===== src/rtl/core/rod_pkg.sv =====
`default_nettype none
package rod_pkg;

	localparam int unsigned MAG_W   = 32;
	localparam int unsigned STIFF_W = 48;
	localparam int unsigned REST_W  = 31;
	localparam int unsigned OUT_W   = 48;
	localparam int unsigned PROD_W  = 128;
	localparam int unsigned OPND_W  = 64;

	// iteration counts of the shared units
	localparam int unsigned MUL_STEPS  = 4;
	localparam int unsigned DIV_STEPS  = 128;
	localparam int unsigned SQRT_STEPS = 32;

	// one classified edge: magnitudes and signs split apart
	typedef struct packed {
		logic                          mode;
		logic [2:0]                    neg;
		logic [2:0][MAG_W-1:0]         mag;
		logic [STIFF_W-1:0]            k;
		logic [REST_W-1:0]             r;
	} item_t;

	// front to back request
	typedef struct packed {
		logic  valid;
		item_t item;
	} item_req_t;

	typedef enum logic [4:0] {
		E_IDLE,
		E_SQ,
		E_SQRT,
		E_LEN,
		E_RL,
		E_F_P,
		E_F_N,
		E_F_D,
		E_EN_P,
		E_EN_N,
		E_EN_D,
		E_T1_N,
		E_T1_D,
		E_LL,
		E_M_P,
		E_M_Q,
		E_M_N,
		E_M_D,
		E_OUT
	} eng_state_t;

	// clamp a magnitude with sign into signed 48 bits
	function automatic logic [OUT_W-1:0] sat_s48(input logic [PROD_W-1:0] m, input logic neg);
		logic [OUT_W-1:0] lim;
		logic [OUT_W-1:0] v;
		lim = neg ? 48'h8000_0000_0000 : 48'h7FFF_FFFF_FFFF;
		v = ((|m[PROD_W-1:OUT_W]) || (m[OUT_W-1:0] > lim)) ? lim : m[OUT_W-1:0];
		return neg ? (48'd0 - v) : v;
	endfunction

	// clamp to unsigned 48 bits
	function automatic logic [OUT_W-1:0] sat_u48(input logic [PROD_W-1:0] m);
		return (|m[PROD_W-1:OUT_W]) ? 48'hFFFF_FFFF_FFFF : m[OUT_W-1:0];
	endfunction

endpackage
`default_nettype wire


===== src/rtl/core/rod_front.sv =====
`default_nettype none
module rod_front #(
	parameter int unsigned DEPTH = 2
) (
	input  wire logic                clk,
	input  wire logic                arst_n,
	input  wire logic                in_valid,
	output logic                     in_ready,
	input  wire logic [175:0]        in_data,
	output rod_pkg::item_req_t       req,
	input  wire logic                pop
);

	localparam int unsigned PW = (DEPTH > 1) ? $clog2(DEPTH) : 1;
	localparam int unsigned CW = $clog2(DEPTH + 1);

	rod_pkg::item_t   mem_q [DEPTH];
	logic [PW-1:0]    wr_ptr_q, rd_ptr_q;
	logic [CW-1:0]    count_q;
	rod_pkg::item_t   cls;
	logic             push;
	logic             take;
	logic [31:0]      comp [3];

	// classify: split each component into sign and magnitude
	always_comb begin
		cls.mode = in_data[0];
		comp[0]  = in_data[32:1];
		comp[1]  = in_data[64:33];
		comp[2]  = in_data[96:65];
		for (int i = 0; i < 3; i++) begin
			cls.neg[i] = comp[i][31];
			cls.mag[i] = comp[i][31] ? (32'd0 - comp[i]) : comp[i];
		end
		cls.k = in_data[144:97];
		cls.r = in_data[175:145];
	end

	assign in_ready = (count_q < CW'(DEPTH));
	assign push     = in_valid && in_ready;
	assign take     = pop && (count_q != '0);

	assign req.valid = (count_q != '0);
	assign req.item  = mem_q[rd_ptr_q];

	// queue storage
	always_ff @(posedge clk) begin
		if (push) begin
			mem_q[wr_ptr_q] <= cls;
		end
	end

	// queue pointers and fill count
	always_ff @(posedge clk or negedge arst_n) begin
		if (!arst_n) begin
			wr_ptr_q <= '0;
			rd_ptr_q <= '0;
			count_q  <= '0;
		end else begin
			if (push) begin
				wr_ptr_q <= (wr_ptr_q == PW'(DEPTH - 1)) ? '0 : wr_ptr_q + 1'b1;
			end
			if (take) begin
				rd_ptr_q <= (rd_ptr_q == PW'(DEPTH - 1)) ? '0 : rd_ptr_q + 1'b1;
			end
			if (push && !take) begin
				count_q <= count_q + 1'b1;
			end else if (take && !push) begin
				count_q <= count_q - 1'b1;
			end
		end
	end

	a_count_bound: assert property (@(posedge clk) disable iff (!arst_n)
		count_q <= CW'(DEPTH)) else $error("queue overfilled");

endmodule
`default_nettype wire


===== config.mk =====
export PLATFORM = sky130hd
export DESIGN_NAME = rod_front
export DESIGN_NICKNAME = d
export VERILOG_FILES = /design/src/rtl/core/rod_pkg.sv /design/src/rtl/core/rod_front.sv
export SDC_FILE = /design/constraint.sdc
export NUM_CORES = 1
export LEC_CHECK = 0
export BUFFER_PORTS_ARGS = -buffer_cell sky130_fd_sc_hd__buf_2
export CAP_MARGIN = 20
export CORE_AREA = 2 2 167 210
export CTS_CLUSTER_DIAMETER = 200
export CTS_CLUSTER_SIZE = 14
export DETAILED_ROUTE_END_ITERATION = 7
export DIE_AREA = 0 0 169 212
export PLACE_DENSITY = 0.68
export SLEW_MARGIN = 20
export SYNTH_ARGS = -nofsm -noshare
export SYNTH_HDL_FRONTEND = slang
export SYNTH_SLANG_ARGS = --single-unit

===== constraint.sdc =====
create_clock -name clk -period 17.5 [get_ports clk]
set_input_delay 3.5 -clock clk [delete_from_list [all_inputs] [get_ports clk]]
set_output_delay 3.5 -clock clk [all_outputs]
set_load 0.005 [all_outputs]

# Yosys cells after proc, flatten, opt, wreduce, memory -nomap -nowiden
# Memory sizes are Yosys's and may differ from the RTL's.
# Index checks and enable logic that the tools add are counted.
totals:
  regBits: 4
  ram_bits: 358
  input_bits: 180
  out_inout_bits: 181
  wordCells: 29
  n_memories: 1
op_classes:
  addsub: 7
  order_cmp: 1
  mux: 9
  n_reduce_logical: 8
memory_table:
  columns: ["name", "words", "word_bits", "read_ports", "rd_clocked_by_memory_dff", "wr", "line_no", "text"]
  rows:
  - ["mem_q", 2, 179, 1, 0, 1, "rod_front.sv:17", "rod_pkg::item_t mem_q [DEPTH];"]
op_table:
  columns: ["cell", "count"]
  rows:
  - ["2-to-1 mux 32 bit", 3]
  - ["subtractor 1 x 32 -> 32 bit, first input constant", 3]
  - ["logical AND 1 bit", 4]
  - ["2-to-1 mux 1 bit", 4]
  - ["2-to-1 mux 2 bit", 2]
  - ["nonzero test 2 bit", 2]
  - ["adder 1 bit, second input constant", 2]
  - ["adder 2 x 1 -> 2 bit, second input constant", 1]
  - ["logical NOT 1 bit", 2]
  - ["< comparator 2 bit, second input constant", 1]
  - ["subtractor 2 x 1 -> 2 bit, second input constant", 1]

# Longest topological paths before layout
# Gate-level depths: netlist of the first run.
depth:
  word_depth: 6
  mapped_depth: 8
  depth_no_buf: 7

# Least setup slack after synthesis of the first run
# No wires, ideal clock.
synth_path:
  path_kind: "input to register"
  from: "input in_valid"
  to: "memory mem_q[0][0] (netlist bit) (enable)"
  setup_ns: 0.742
  arrival_time_ns: 11.624
  path_slack_ns: 5.134
  cell_stages: 2
  path_cell_list: "nor2b_1 -> nor2b_1"
synth_between:
  elab_chain_cells: 3
synth_rtl:
  columns: ["element", "line_no", "text"]
  rows:
  - ["from (decl)", "rod_front.sv:7", "input wire logic in_valid,"]
  - ["logical AND 1 bit", "rod_front.sv:40", "assign push = in_valid && in_ready;"]
  - ["2-to-1 mux 1 bit", "rod_front.sv:48", "if (push) begin"]
  - ["2-to-1 mux 1 bit (implied by the code)", "rod_front.sv:49", "mem_q[wr_ptr_q] <= cls;"]
  - ["to (decl)", "rod_front.sv:17", null]
# No other way between the ends.

==> results of run 1 <==
[critical path: cells and delay by family, from the launching register on]
family,cells,cell delay [ns]
buffers and inverters,2,0.98
DFF,1,0.80
muxes,1,0.43
[power groups by stage]
| stage | registers (W) | logic [W] | clock network [W] |
|---|---|---|---|
| floorplan | 0.00123 | 0.000422 | 0 |
| global placement | 0.00121 | 0.000709 | 0 |
| detailed placement | 0.00122 | 0.000713 | 0 |
| CTS | 0.00120 | 0.000717 | 0.000604 |
| global route | 0.00121 | 0.000759 | 0.000634 |
| finish | 0.00120 | 0.000702 | 0.000584 |
[routing by layer]
layer,vias up,part of all wire,GRT usage
li1,4052,-,-
met1,4241,0.37,0.195
met2,305,0.53,0.310
met3,48,0.077,0.0454
met4,0,0.027,0.0601
met5,-,0,0
[cells by family after synthesis]
group                      count (synthesis)  synth area share
AOI/OAI and AO/OA                         77            0.0378
xor gates and xnor gates                  92            0.0537
adders and majority gates                  4           0.00334
buffers and inverters                     46            0.0128
DFF                                      362             0.723
muxes                                    179             0.134
and+or+nand+nor                           96            0.0350
[per-stage QoR]
stage / hold WS (ns) / utilization
final: 0.533 / 0.531
after global routing: 0.556 / 0.531
after CTS: 0.544 / 0.530
after detailed placement: 0.520 / 0.507
after global placement: 0.510 / 0.507
after floorplan: 0.455 / -
[layout make-up]
cell class	count	area [sq um]
multi-input combinational	448	3970
fill	2811	16000
antenna	4	10.0
tap	429	537
inverter	13	48.8
sequential	362	10900
clock inverter	1	8.76
clock buffer	42	785
timing repair buffer	365	1850
[cells in the mapped netlist (all sizes together), types with 2 or more instances]
cell | n | area (sq um)
a21oi | 2 | 10.0
buf | 4 | 33.8
clkbuf | 29 | 109
dfrtp | 4 | 100
edfxtp | 358 | 10800
ha | 4 | 50.1
inv | 13 | 48.8
mux2 | 179 | 2020
nand2 | 26 | 97.6
nand2b | 5 | 31.3
nand3 | 3 | 15.0
nand4 | 5 | 31.3
nor2 | 8 | 30.0
nor2b | 2 | 12.5
nor3 | 7 | 35.0
nor4 | 12 | 75.1
o21ai | 32 | 160
o31ai | 27 | 208
o41ai | 16 | 189
or2 | 5 | 33.8
or3 | 10 | 63.8
or4 | 8 | 60.1
xnor2 | 89 | 780
xor2 | 3 | 26.3
[how the worst max path moves through the flow]
| stage | from | depth (start not counted) | slack (ns) | end |
|---|---|---|---|---|
| 2_1_floorplan | in_valid | 2 | 5.13 | mem_q[0][0]$_DFFE_PP_ |
| 3_3_place_gp | in_valid | 4 | 11.60 | mem_q[1][176]$_DFFE_PP_ |
| 3_5_place_dp | in_valid | 4 | 11.55 | mem_q[1][176]$_DFFE_PP_ |
| 4_1_cts | rd_ptr_q$_DFFE_PN0P_ | 3 | 11.03 | req[77] |
| 5_1_grt | rd_ptr_q$_DFFE_PN0P_ | 3 | 10.95 | req[24] |
| 6_report | rd_ptr_q$_DFFE_PN0P_ | 3 | 11.09 | req[26] |
[flip-flops by register name, summed over array words and instances, names as in the netlist]
name and flops:
count_q 2, mem_q 358, rd_ptr_q 1, wr_ptr_q 1
==> results.txt, run 1 <==
----------------------------------------------------
[Outcome]
  Result of the run ... completed

[STA]
  Least-Margin Pin Slew ... between 1 and 1.5 ns
  Setup total negative slack ... 0 ns
  Clk_skew ... 0.00683 ns
  Setup ws final ... 11.09 ns
  Setup violations, final ... 0
  Clock period minus worst slack ... 6.41 ns
  Max-slew violation total from the final report ... 0
  Hold violation count in the final report ... 0
  Unrepaired setup endpoints after global routing ... false
  Worst max-slew margin expressed relative to the limit ... 0.116
  Highest attainable clock frequency ... 156 MHz
  Fin crit share ... 0.366

[Placement]
  Cell area after placement ... about 0.017 sq mm
  # placed instances ... 1,617
  Detailed placement HPWL ... about 22,000 um
  # port buffers ... 360
  Pre-CTS setup slack ... 11.55 ns
  Placer congestion estimate ... between 0.8 and 0.9

[Setup path]
  Crit path kind ... flop to primary output
  R2r worst-path depth ... 3
  Worst path cell trace ... buf_4, mux2_2, buf_2
  Worst Setup End Kind ... primary output
  Highest net fanout along the worst path ... a little under 80
  Largest stage delay on the critical path ... 0.85 ns
  Endpoint arrival time on the critical path ... 2.91 ns
  Kind of launch point of the worst setup path ... flop
  Flop-to-flop setup slack ... around 15 ns
  Required time of the critical path ... 14.00 ns
  Capture instance of the worst register-to-register path ... mem_q[1][67]$_DFFE_PP_
  CP max-delay cell ... sky130_fd_sc_hd__buf_4
  Origin of the critical flop-to-flop path ... count_q[1]$_DFFE_PN0P_

[Drt]
  DR WL/cell ... about 19 um
  Wire length reported by the detailed router ... 32,200 um
  1st-pass router iterations ... 5
  Total vias in the final route ... around 8,600
  Number of antenna-violating nets in the routed design ... 0
  Iteration-0 DRC count of the detailed router ... 513
  Vias per std cell ... approximately 5.2
  Post-detailed-route DRC marker count ... 0

[Clock tree]
  Clock latency at the later pin of the worst-skew pair ... 0.56 ns
  TritonCTS clock tree ... yes
  Number of buffers inserted by hold repair at cts ... 0
  Buffer levels on the longest clock path ... 3
  Clk sinks ... 362
  Clock slew seen by the registers of the worst setup and hold paths ... 0.06 ns
  Buffers inserted during post-CTS setup optimization ... 0
  CTS Buf Count ... 29
  Htree depth ... 1
  Count of cells resized by post-cts repair ... 0
  Cell at the root of the clock tree ... sky130_fd_sc_hd__clkbuf_16

[Global route]
  Antenna violations before repair ... 5
  All-layer global routing usage ... 0.171
  Overall overflow remaining after global route ... 0
  Maximum number of pins on one net before global-route repair ... 180
  Global-route wire length before repair ... 47,700 um
  Vias in the first global route ... 8,686

[Synth]
  Number of synthesized register bits ... roughly 360
  Synth unique cells ... 36
  Post-synthesis cell count ... 856
  Average cell area after synthesis ... approximately 18 sq um
  Number of warning messages in the yosys log ... 0
  Async SR Flop Fraction ... 0.0110
  Total nets after synthesis ... 1,040
  Cell Area, Synth ... 0.0150 sq mm
  Number of flops mapped to enable cells by yosys ... 358
  Proportion of synthesized chip area in sequential cells ... 0.723
  Top flip-flop cell by instance count after synthesis ... sky130_fd_sc_hd__edfxtp_1

[Finish]
  Most common library cell in the layout ignoring fill and taps ... sky130_fd_sc_hd__buf_2
  Area grow syn2layout ... 20.4%
  Top library cells by usage in the layout, fill and taps aside ... sky130_fd_sc_hd__buf_2 (360), sky130_fd_sc_hd__edfxtp_1 (358), sky130_fd_sc_hd__mux2_2 (179)
  Share of final-layout standard cells stronger than drive strength 1 ... 0.480
  Post-route standard cell area excluding fillers ... 0.0181 sq mm
  Cell Count, Final, Fillers Out ... 1,664
  # nets final ... around 1,400

[Hold path]
  Min-delay worst type ... flop to flop
  WHS Endpoint ... count_q[0]$_DFFE_PN0P_
  Worst hold path depth ... 1
  Min-Delay Startpoint ... count_q[0]$_DFFE_PN0P_

[Floorplanning]
  Core Footprint ... 0.0340 sq mm
  Vertical extent of the die ... 212 um
  Number of placement rows ... 76
  Area enclosed by the die boundary ... 0.0358 sq mm
  Effective utilization at floorplan ... 0.441
  Number of top-level design ports ... 361
  Die width ... 169 um

[Run]
  Max_cap viols ... 0

[Power and ir drop]
  Proportion of total power due to net switching ... 0.277
  Net Sw Power ... 0.000689 W
  Proportion of power drawn by the clock network ... 0.235
  Max rail drop VDD ... 0.271 mV
  P_int ... 0.00179 W
  Sequential Power Share ... 0.482
  Static power due to leakage ... 6.43 nW
  Power consumption ... around 0.0025 W
  Cell area power density ... 137 mW/mm^2
  Logic gate share of total power ... 0.283

----------------------------------------------------
No activity file was read; power rests on OpenSTA's default activity.
==> inputs of run 2 (changes only) <==
==> constraint.sdc (replaced) <==
create_clock -name clk -period 6.05 [get_ports clk]
set_input_delay 1.21 -clock clk [delete_from_list [all_inputs] [get_ports clk]]
set_output_delay 1.21 -clock clk [all_outputs]
set_load 0.005 [all_outputs]
==> results.txt, run 2 (same netlist as run 1, synthesis figures left out) <==
----------------------------------------------------
[Drt]
  1st-pass router iterations ... 4 (-1)
  Vias per std cell ... 5.13 (-1.2%)
  Post-detailed-route DRC marker count ... 0 (unchanged)
  Total vias in the final route ... 8,556 (-1.0%)
  Number of antenna-violating nets in the routed design ... 0 (unchanged)
  Wire length reported by the detailed router ... 31,800 um (-1.2%)
  DR WL/cell ... 19.1 um (-1.4%)
  Iteration-0 DRC count of the detailed router ... 481 (-6.2%)

[Clock tree]
  Buffer levels on the longest clock path ... 3 (unchanged)
  Number of buffers inserted by hold repair at cts ... 0 (unchanged)
  Count of cells resized by post-cts repair ... 0 (unchanged)
  Clk sinks ... 362 (unchanged)
  Buffers inserted during post-CTS setup optimization ... 0 (unchanged)
  Htree depth ... 1 (unchanged)
  CTS Buf Count ... 29 (unchanged)
  TritonCTS clock tree ... yes
  Cell at the root of the clock tree ... sky130_fd_sc_hd__clkbuf_16
  Clock latency at the later pin of the worst-skew pair ... 0.55 ns (about the same)
  Clock slew seen by the registers of the worst setup and hold paths ... 0.07 ns (about the same)

[Finish]
  # nets final ... 1,404 (+0.071%)
  Most common library cell in the layout ignoring fill and taps ... sky130_fd_sc_hd__buf_2
  Registers with the most flip-flops ... mem_q (358), count_q (2)
  Area occupied by registers ... 0.0109 sq mm (unchanged)
  Register containing the most flip-flops in the final layout ... mem_q
  Share of final-layout standard cells stronger than drive strength 1 ... 0.480 (about the same)
  Number of inserted filler cells in the final layout ... 2,857 (+1.6%)
  Flip-flop count of the largest register, all copies and words added ... 358 (unchanged)
  Top library cells by usage in the layout, fill and taps aside ... sky130_fd_sc_hd__buf_2 (360), sky130_fd_sc_hd__edfxtp_1 (358), sky130_fd_sc_hd__mux2_2 (179)
  Total area of multi-input combinational cells ... 0.00397 sq mm (unchanged)
  Cell Count, Final, Fillers Out ... 1,667 (+0.18%)
  Area grow syn2layout ... 20.6%

[STA]
  Fin crit share ... 0.657
  Max-slew violation total from the final report ... 0 (unchanged)
  Setup total negative slack ... 0 ns (unchanged)
  Highest attainable clock frequency ... roughly 250 MHz
  Hold violation count in the final report ... 0 (unchanged)
  Setup violations, final ... 0 (unchanged)
  Least-Margin Pin Slew ... 0.997 ns (-0.330 ns)
  Clk_skew ... 0.00788 ns (+0.00105 ns)
  Worst max-slew margin expressed relative to the limit ... 0.336 (+0.220)
  Unrepaired setup endpoints after global routing ... false
  Clock period minus worst slack ... 3.97 ns

[Placement]
  Detailed placement HPWL ... 21,400 um (-0.47%)
  # placed instances ... 1,618 (+0.062%)
  Placer congestion estimate ... 0.821 (+2.5%)
  # port buffers ... 360 (unchanged)

[Setup path]
  Endpoint arrival time on the critical path ... 2.76 ns (-0.15 ns)
  Required time of the critical path ... 4.84 ns (-9.16 ns)
  Highest net fanout along the worst path ... 67 (-15%)
  Flop-to-flop setup slack ... 3.44 ns (-11.37 ns)
  Worst Setup End Kind ... primary output
  Crit path kind ... flop to primary output
  Kind of launch point of the worst setup path ... flop

[Power and ir drop]
  Proportion of power drawn by the clock network ... 0.235 (about the same)
  Cell area power density ... 396 mW/mm^2 (+190%)
  Sequential Power Share ... 0.487 (+0.005)
  Net Sw Power ... 0.00198 W (+190%)
  P_int ... 0.00519 W (+190%)
  Max rail drop VDD ... 0.225 mV (-17%)
  Logic gate share of total power ... 0.278 (-0.005)
  Static power due to leakage ... 6.43 nW (+0.11%)
  Proportion of total power due to net switching ... 0.277 (-0.000843)

[Floorplanning]
  Core Footprint ... 0.0340 sq mm (unchanged)
  Number of top-level design ports ... 361 (unchanged)
  Effective utilization at floorplan ... 0.441 (unchanged)
  Area enclosed by the die boundary ... 0.0358 sq mm (unchanged)
  Number of placement rows ... 76 (unchanged)
  Vertical extent of the die ... 212 um (unchanged)
  Die width ... 169 um (unchanged)

[Global route]
  Vias in the first global route ... 8,594 (-1.1%)
  Overall overflow remaining after global route ... 0 (unchanged)
  Global-route wire length before repair ... 47,100 um (-1.3%)
  All-layer global routing usage ... 0.169 (-0.00222)
  Maximum number of pins on one net before global-route repair ... 144 (-20%)
  Antenna violations before repair ... 8 (+3)

[Hold path]
  Min-delay worst type ... primary input to asynchronous set/reset pin

[Run]
  Max_cap viols ... 0 (unchanged)

[Outcome]
  Result of the run ... completed

----------------------------------------------------
-- run 2: cell types whose count changed in the layout (fill, tap and decap cells not counted), sizes merged --
| cell | delta |
|---|---|
| buf | +1 |
| clkbuf | -1 |
| diode | +4 |
| inv | -1 |
-- run 2: area by class of cell --
cell class / count / area share
multi-input cells: 448 / 0.220
clock buffers: 41 / 0.0431
flip-flops and latches: 362 / 0.600
repair buffers: 366 / 0.104
inverters: 13 / 0.00270
well taps: 429 / 0.0297
diodes: 8 / 0.00111
-- run 2: critical path, stage by stage (launching register included) --
cell and delay, ns:
sky130_fd_sc_hd__dfrtp_4 1.08, sky130_fd_sc_hd__buf_4 0.56, sky130_fd_sc_hd__mux2_2 0.40, sky130_fd_sc_hd__buf_2 0.13
-- run 2: power groups by stage --
stage               registers (W)  clock network [W]  logic, W
floorplan                 0.00346                  0   0.00122
global placement          0.00354                  0   0.00203
detailed placement        0.00356                  0   0.00204
CTS                       0.00351            0.00174   0.00205
global route              0.00355            0.00183   0.00217
finish                    0.00350            0.00168   0.00200
-- run 2: worst paths after layout --
check | startpoint | to | cells after the start
setup / recovery | rd_ptr_q$_DFFE_PN0P_ | req[26] | 3
hold / removal | arst_n | rd_ptr_q$_DFFE_PN0P_ | 1
setup reg to reg | count_q[1]$_DFFE_PN0P_ | mem_q[1][8]$_DFFE_PP_ | 3
hold reg to reg | count_q[0]$_DFFE_PN0P_ | count_q[0]$_DFFE_PN0P_ | 1
max in group asynchronous | arst_n | rd_ptr_q$_DFFE_PN0P_ | 1
min in group clk | count_q[0]$_DFFE_PN0P_ | count_q[0]$_DFFE_PN0P_ | 1
-- run 2: per-stage QoR --
stage	utilization	power, W	area [sq um]	setup WS, ns	hold slack [ns]
finish	0.532	0.00717	18100	2.08	0.463
global placement	0.508	0.00557	17300	2.54	0.496
floorplan	-	0.00468	15000	1.40	0.478
CTS	0.531	0.00730	18100	1.97	0.435
detailed placement	0.508	0.00560	17300	2.46	0.507
global route	0.532	0.00755	18100	1.87	0.442
-- run 2: per-layer routing --
metal | vias up | global-route usage | part of all wire
met5 | - | 0 | 0.00028
met4 | 2 | 0.0669 | 0.033
met3 | 63 | 0.0477 | 0.079
met2 | 269 | 0.296 | 0.50
met1 | 4166 | 0.197 | 0.38
li1 | 4056 | - | -
==> inputs of run 3 (changes only) <==
--- a/config.mk
+++ b/config.mk
@@ -5,14 +5,15 @@
 export SDC_FILE = /design/constraint.sdc
 export NUM_CORES = 1
 export LEC_CHECK = 0
+export ABC_AREA = 1
 export BUFFER_PORTS_ARGS = -buffer_cell sky130_fd_sc_hd__buf_2
 export CAP_MARGIN = 20
-export CORE_AREA = 2 2 167 210
+export CORE_AREA = 2 2 172 217
 export CTS_CLUSTER_DIAMETER = 200
 export CTS_CLUSTER_SIZE = 14
 export DETAILED_ROUTE_END_ITERATION = 7
-export DIE_AREA = 0 0 169 212
-export PLACE_DENSITY = 0.68
+export DIE_AREA = 0 0 174 219
+export PLACE_DENSITY = 0.7
 export SLEW_MARGIN = 20
 export SYNTH_ARGS = -nofsm -noshare
 export SYNTH_HDL_FRONTEND = slang
==> constraint.sdc (replaced) <==
create_clock -name clk -period 3.65 [get_ports clk]
set_input_delay 0.73 -clock clk [delete_from_list [all_inputs] [get_ports clk]]
set_output_delay 0.73 -clock clk [all_outputs]
set_load 0.005 [all_outputs]
==> results.txt, run 3 <==
----------------------------------------------------
[Outcome]
  Result of the run ... completed

[Drt]
  Number of antenna-violating nets in the routed design ... 0 (unchanged)
  Iteration-0 DRC count of the detailed router ... 913 (+90%)
  1st-pass router iterations ... 5 (+1)
  Post-detailed-route DRC marker count ... 0 (unchanged)
  Wire length reported by the detailed router ... 41,800 um (+32%)
  Total vias in the final route ... 11,984 (+40%)
  Vias per std cell ... 4.88 (-5.0%)
  DR WL/cell ... 17.0 um (-11%)

[Power and ir drop]
  Power consumption ... 0.0126 W (+75%)
  Cell area power density ... 653 mW/mm^2 (+65%)
  Static power due to leakage ... 8.41 nW (+31%)
  Max rail drop VDD ... 0.658 mV (+190%)

[Finish]
  Most common library cell in the layout ignoring fill and taps ... sky130_fd_sc_hd__nand2_1
  Total area of multi-input combinational cells ... 0.00470 sq mm (+18%)
  Top library cells by usage in the layout, fill and taps aside ... sky130_fd_sc_hd__nand2_1 (813), sky130_fd_sc_hd__buf_2 (360), sky130_fd_sc_hd__edfxtp_1 (358)
  Register containing the most flip-flops in the final layout ... mem_q
  Area occupied by registers ... 0.0109 sq mm (unchanged)
  Area grow syn2layout ... 19.8%
  Share of final-layout standard cells stronger than drive strength 1 ... 0.219 (-0.262)
  # nets final ... 2,146 (+53%)
  Flip-flop count of the largest register, all copies and words added ... 358 (unchanged)
  Registers with the most flip-flops ... mem_q (358), count_q (2)
  Core Util, Final ... 0.536 (+0.00413)
  Number of inserted filler cells in the final layout ... 3,233 (+13%)

[Synth]
  Top flip-flop cell by instance count after synthesis ... sky130_fd_sc_hd__edfxtp_1
  Leading post-synthesis cells by cell area ... sky130_fd_sc_hd__edfxtp_1 (67%), sky130_fd_sc_hd__nand2_1 (19%), sky130_fd_sc_hd__nor2_1 (3.2%)
  Fraction of synthesized cell area taken by the top area cell type ... 0.669 (-0.0472)
  Number of synthesized register bits ... 362 (unchanged)
  Post-synthesis cell count ... 1,603 (+87%)
  Async SR Flop Fraction ... 0.0110 (unchanged)
  Ranking of synthesized cells by instance count ... sky130_fd_sc_hd__nand2_1 (814), sky130_fd_sc_hd__edfxtp_1 (358), sky130_fd_sc_hd__nor2_1 (138)
  Yosys top cell by area ... sky130_fd_sc_hd__edfxtp_1
  Proportion of synthesized chip area in sequential cells ... 0.675 (-0.0476)
  Number of flops mapped to enable cells by yosys ... 358 (unchanged)
  Average cell area after synthesis ... 10.0 sq um (-43%)
  Total nets after synthesis ... 1,787 (+72%)
  Cell Area, Synth ... 0.0161 sq mm (+7.0%)
  Leading cell type by number of instances after synthesis ... sky130_fd_sc_hd__nand2_1
  Number of warning messages in the yosys log ... 0 (unchanged)
  Synth unique cells ... 23 (-36%)

[Clock tree]
  Cell at the root of the clock tree ... sky130_fd_sc_hd__clkbuf_16
  Htree depth ... 1 (unchanged)
  Count of cells resized by post-cts repair ... 0 (unchanged)
  Buffer levels on the longest clock path ... 3 (unchanged)
  Clock slew seen by the registers of the worst setup and hold paths ... 0.07 ns (about the same)
  Buffers inserted during post-CTS setup optimization ... 0 (unchanged)
  CTS Buf Count ... 29 (unchanged)
  TritonCTS clock tree ... yes
  Clk sinks ... 362 (unchanged)
  Clock latency at the later pin of the worst-skew pair ... 0.56 ns (about the same)

[Placement]
  Placer congestion estimate ... 0.921 (+12%)
  # port buffers ... 360 (unchanged)
  Detailed placement HPWL ... 30,200 um (+41%)

[Floorplanning]
  Effective utilization at floorplan ... 0.447 (+0.00647)
  Vertical extent of the die ... 219 um (+3.3%)
  Core Footprint ... 0.0359 sq mm (+5.5%)
  Number of placement rows ... 78 (+2.6%)
  Die width ... 174 um (+3.0%)
  Number of top-level design ports ... 361 (unchanged)
  Area enclosed by the die boundary ... 0.0381 sq mm (+6.4%)

[STA]
  Max-slew violation total from the final report ... 0 (unchanged)
  Worst max-slew margin expressed relative to the limit ... 0.416 (+0.0804)
  Fin crit share ... 0.801
  Clock period minus worst slack ... 2.93 ns
  Unrepaired setup endpoints after global routing ... false
  Highest attainable clock frequency ... 342 MHz
  Hold violation count in the final report ... 0 (unchanged)
  Setup violations, final ... 0 (unchanged)
  Clk_skew ... 0.0198 ns (+0.0119 ns)
  Least-Margin Pin Slew ... 0.876 ns (-0.121 ns)

[Global route]
  Antenna violations before repair ... 6 (-2)
  Vias in the first global route ... 11,650 (+36%)
  Overall overflow remaining after global route ... 0 (unchanged)
  All-layer global routing usage ... 0.213 (+0.0438)
  Maximum number of pins on one net before global-route repair ... 180 (+25%)
  Global-route wire length before repair ... 63,000 um (+34%)

[Setup path]
  Required time of the critical path ... 2.92 ns (-1.92 ns)
  Origin of the critical flop-to-flop path ... count_q[1]$_DFFE_PN0P_
  Crit path kind ... flop to primary output
  Worst Setup End Kind ... primary output
  Kind of launch point of the worst setup path ... flop
  Launching instance or port of the critical path ... rd_ptr_q$_DFFE_PN0P_
  Endpoint arrival time on the critical path ... 2.20 ns (-0.56 ns)
  Highest net fanout along the worst path ... 179 (+170%)

[Hold path]
  Min-delay worst type ... primary input to flop
  Min-Delay Startpoint ... in_data[0]

[Run]
  Max_cap viols ... 0 (unchanged)

----------------------------------------------------
[run 3: layer usage]
layer | part of all wire | vias up | routed length, um | GRT usage
li1 | - | 5912 | - | -
met1 | 0.39 | 5543 | 16200 | 0.246
met2 | 0.50 | 444 | 20900 | 0.381
met3 | 0.077 | 83 | 3230 | 0.0521
met4 | 0.036 | 2 | 1500 | 0.0812
met5 | 0.00017 | - | 7 | 0
[run 3: timing repair]
action	4_1_cts	5_1_grt
hold buffers	1	0
setup endpoints to repair	0	0
hold endpoints to repair	4	0
[run 3: final cells by class]
type / instances / area share
tap: 480 / 0.0312
inverter: 76 / 0.0151
multi-input combinational: 1117 / 0.244
sequential: 362 / 0.564
clock buffer: 41 / 0.0406
timing repair buffer: 376 / 0.104
antenna: 6 / 0.000780
[run 3: worst max-delay path, stage by stage, from the launching register on]
cell                      delay (ns)
sky130_fd_sc_hd__dfrtp_4        0.45
sky130_fd_sc_hd__buf_12         0.56
sky130_fd_sc_hd__nand2_1        0.29
sky130_fd_sc_hd__nand2_1        0.14
sky130_fd_sc_hd__buf_2          0.11
[run 3: worst paths after layout]
path                                            to  cells after the start  slack [ns]
max in group asynchronous     rd_ptr_q$_DFFE_PN0P_                      2        2.96
setup reg to reg           mem_q[0][140]$_DFFE_PP_                      4        1.61
hold reg to reg             count_q[0]$_DFFE_PN0P_                      1        0.48
hold / removal             mem_q[1][178]$_DFFE_PP_                      1        0.36
setup / recovery                           req[21]                      4        0.72
min in group asynchronous     wr_ptr_q$_DFFE_PN0P_                      2        0.52
[run 3: cell families after synthesis]
family                   after synthesis  share of synthesized area
XOR/XNOR                              49                     0.0267
adder cells (fa/ha/maj)                4                    0.00312
AND/OR/NAND/NOR                     1041                      0.254
flip-flops                           362                      0.675
AO/OA/AOI/OAI                         23                    0.00717
buffers and inverters                124                     0.0337
[run 3: report_power, final]
part | switching [W] | internal, W | total (W)
Combinational | 0.00268 | 0.00141 | 0.00408
Clock | 0.00134 | 0.00146 | 0.00279
Sequential | 0.000202 | 0.00549 | 0.00569
Total | 0.00422 | 0.00835 | 0.0126
[run 3: metrics by stage]
stage          hold WS [ns]  instance area, sq um  setup TNS (ns)  instances  worst slack (ns)
2_1_floorplan         0.434                 16100          -78.19       1603            -0.227
3_3_place_gp          0.461                 18400               0       2410              1.30
3_5_place_dp          0.466                 18400               0       2410              1.29
4_1_cts               0.332                 19200               0       2452             0.684
5_1_grt               0.334                 19200               0       2454             0.631
6_report              0.358                 19200               0       2458             0.725
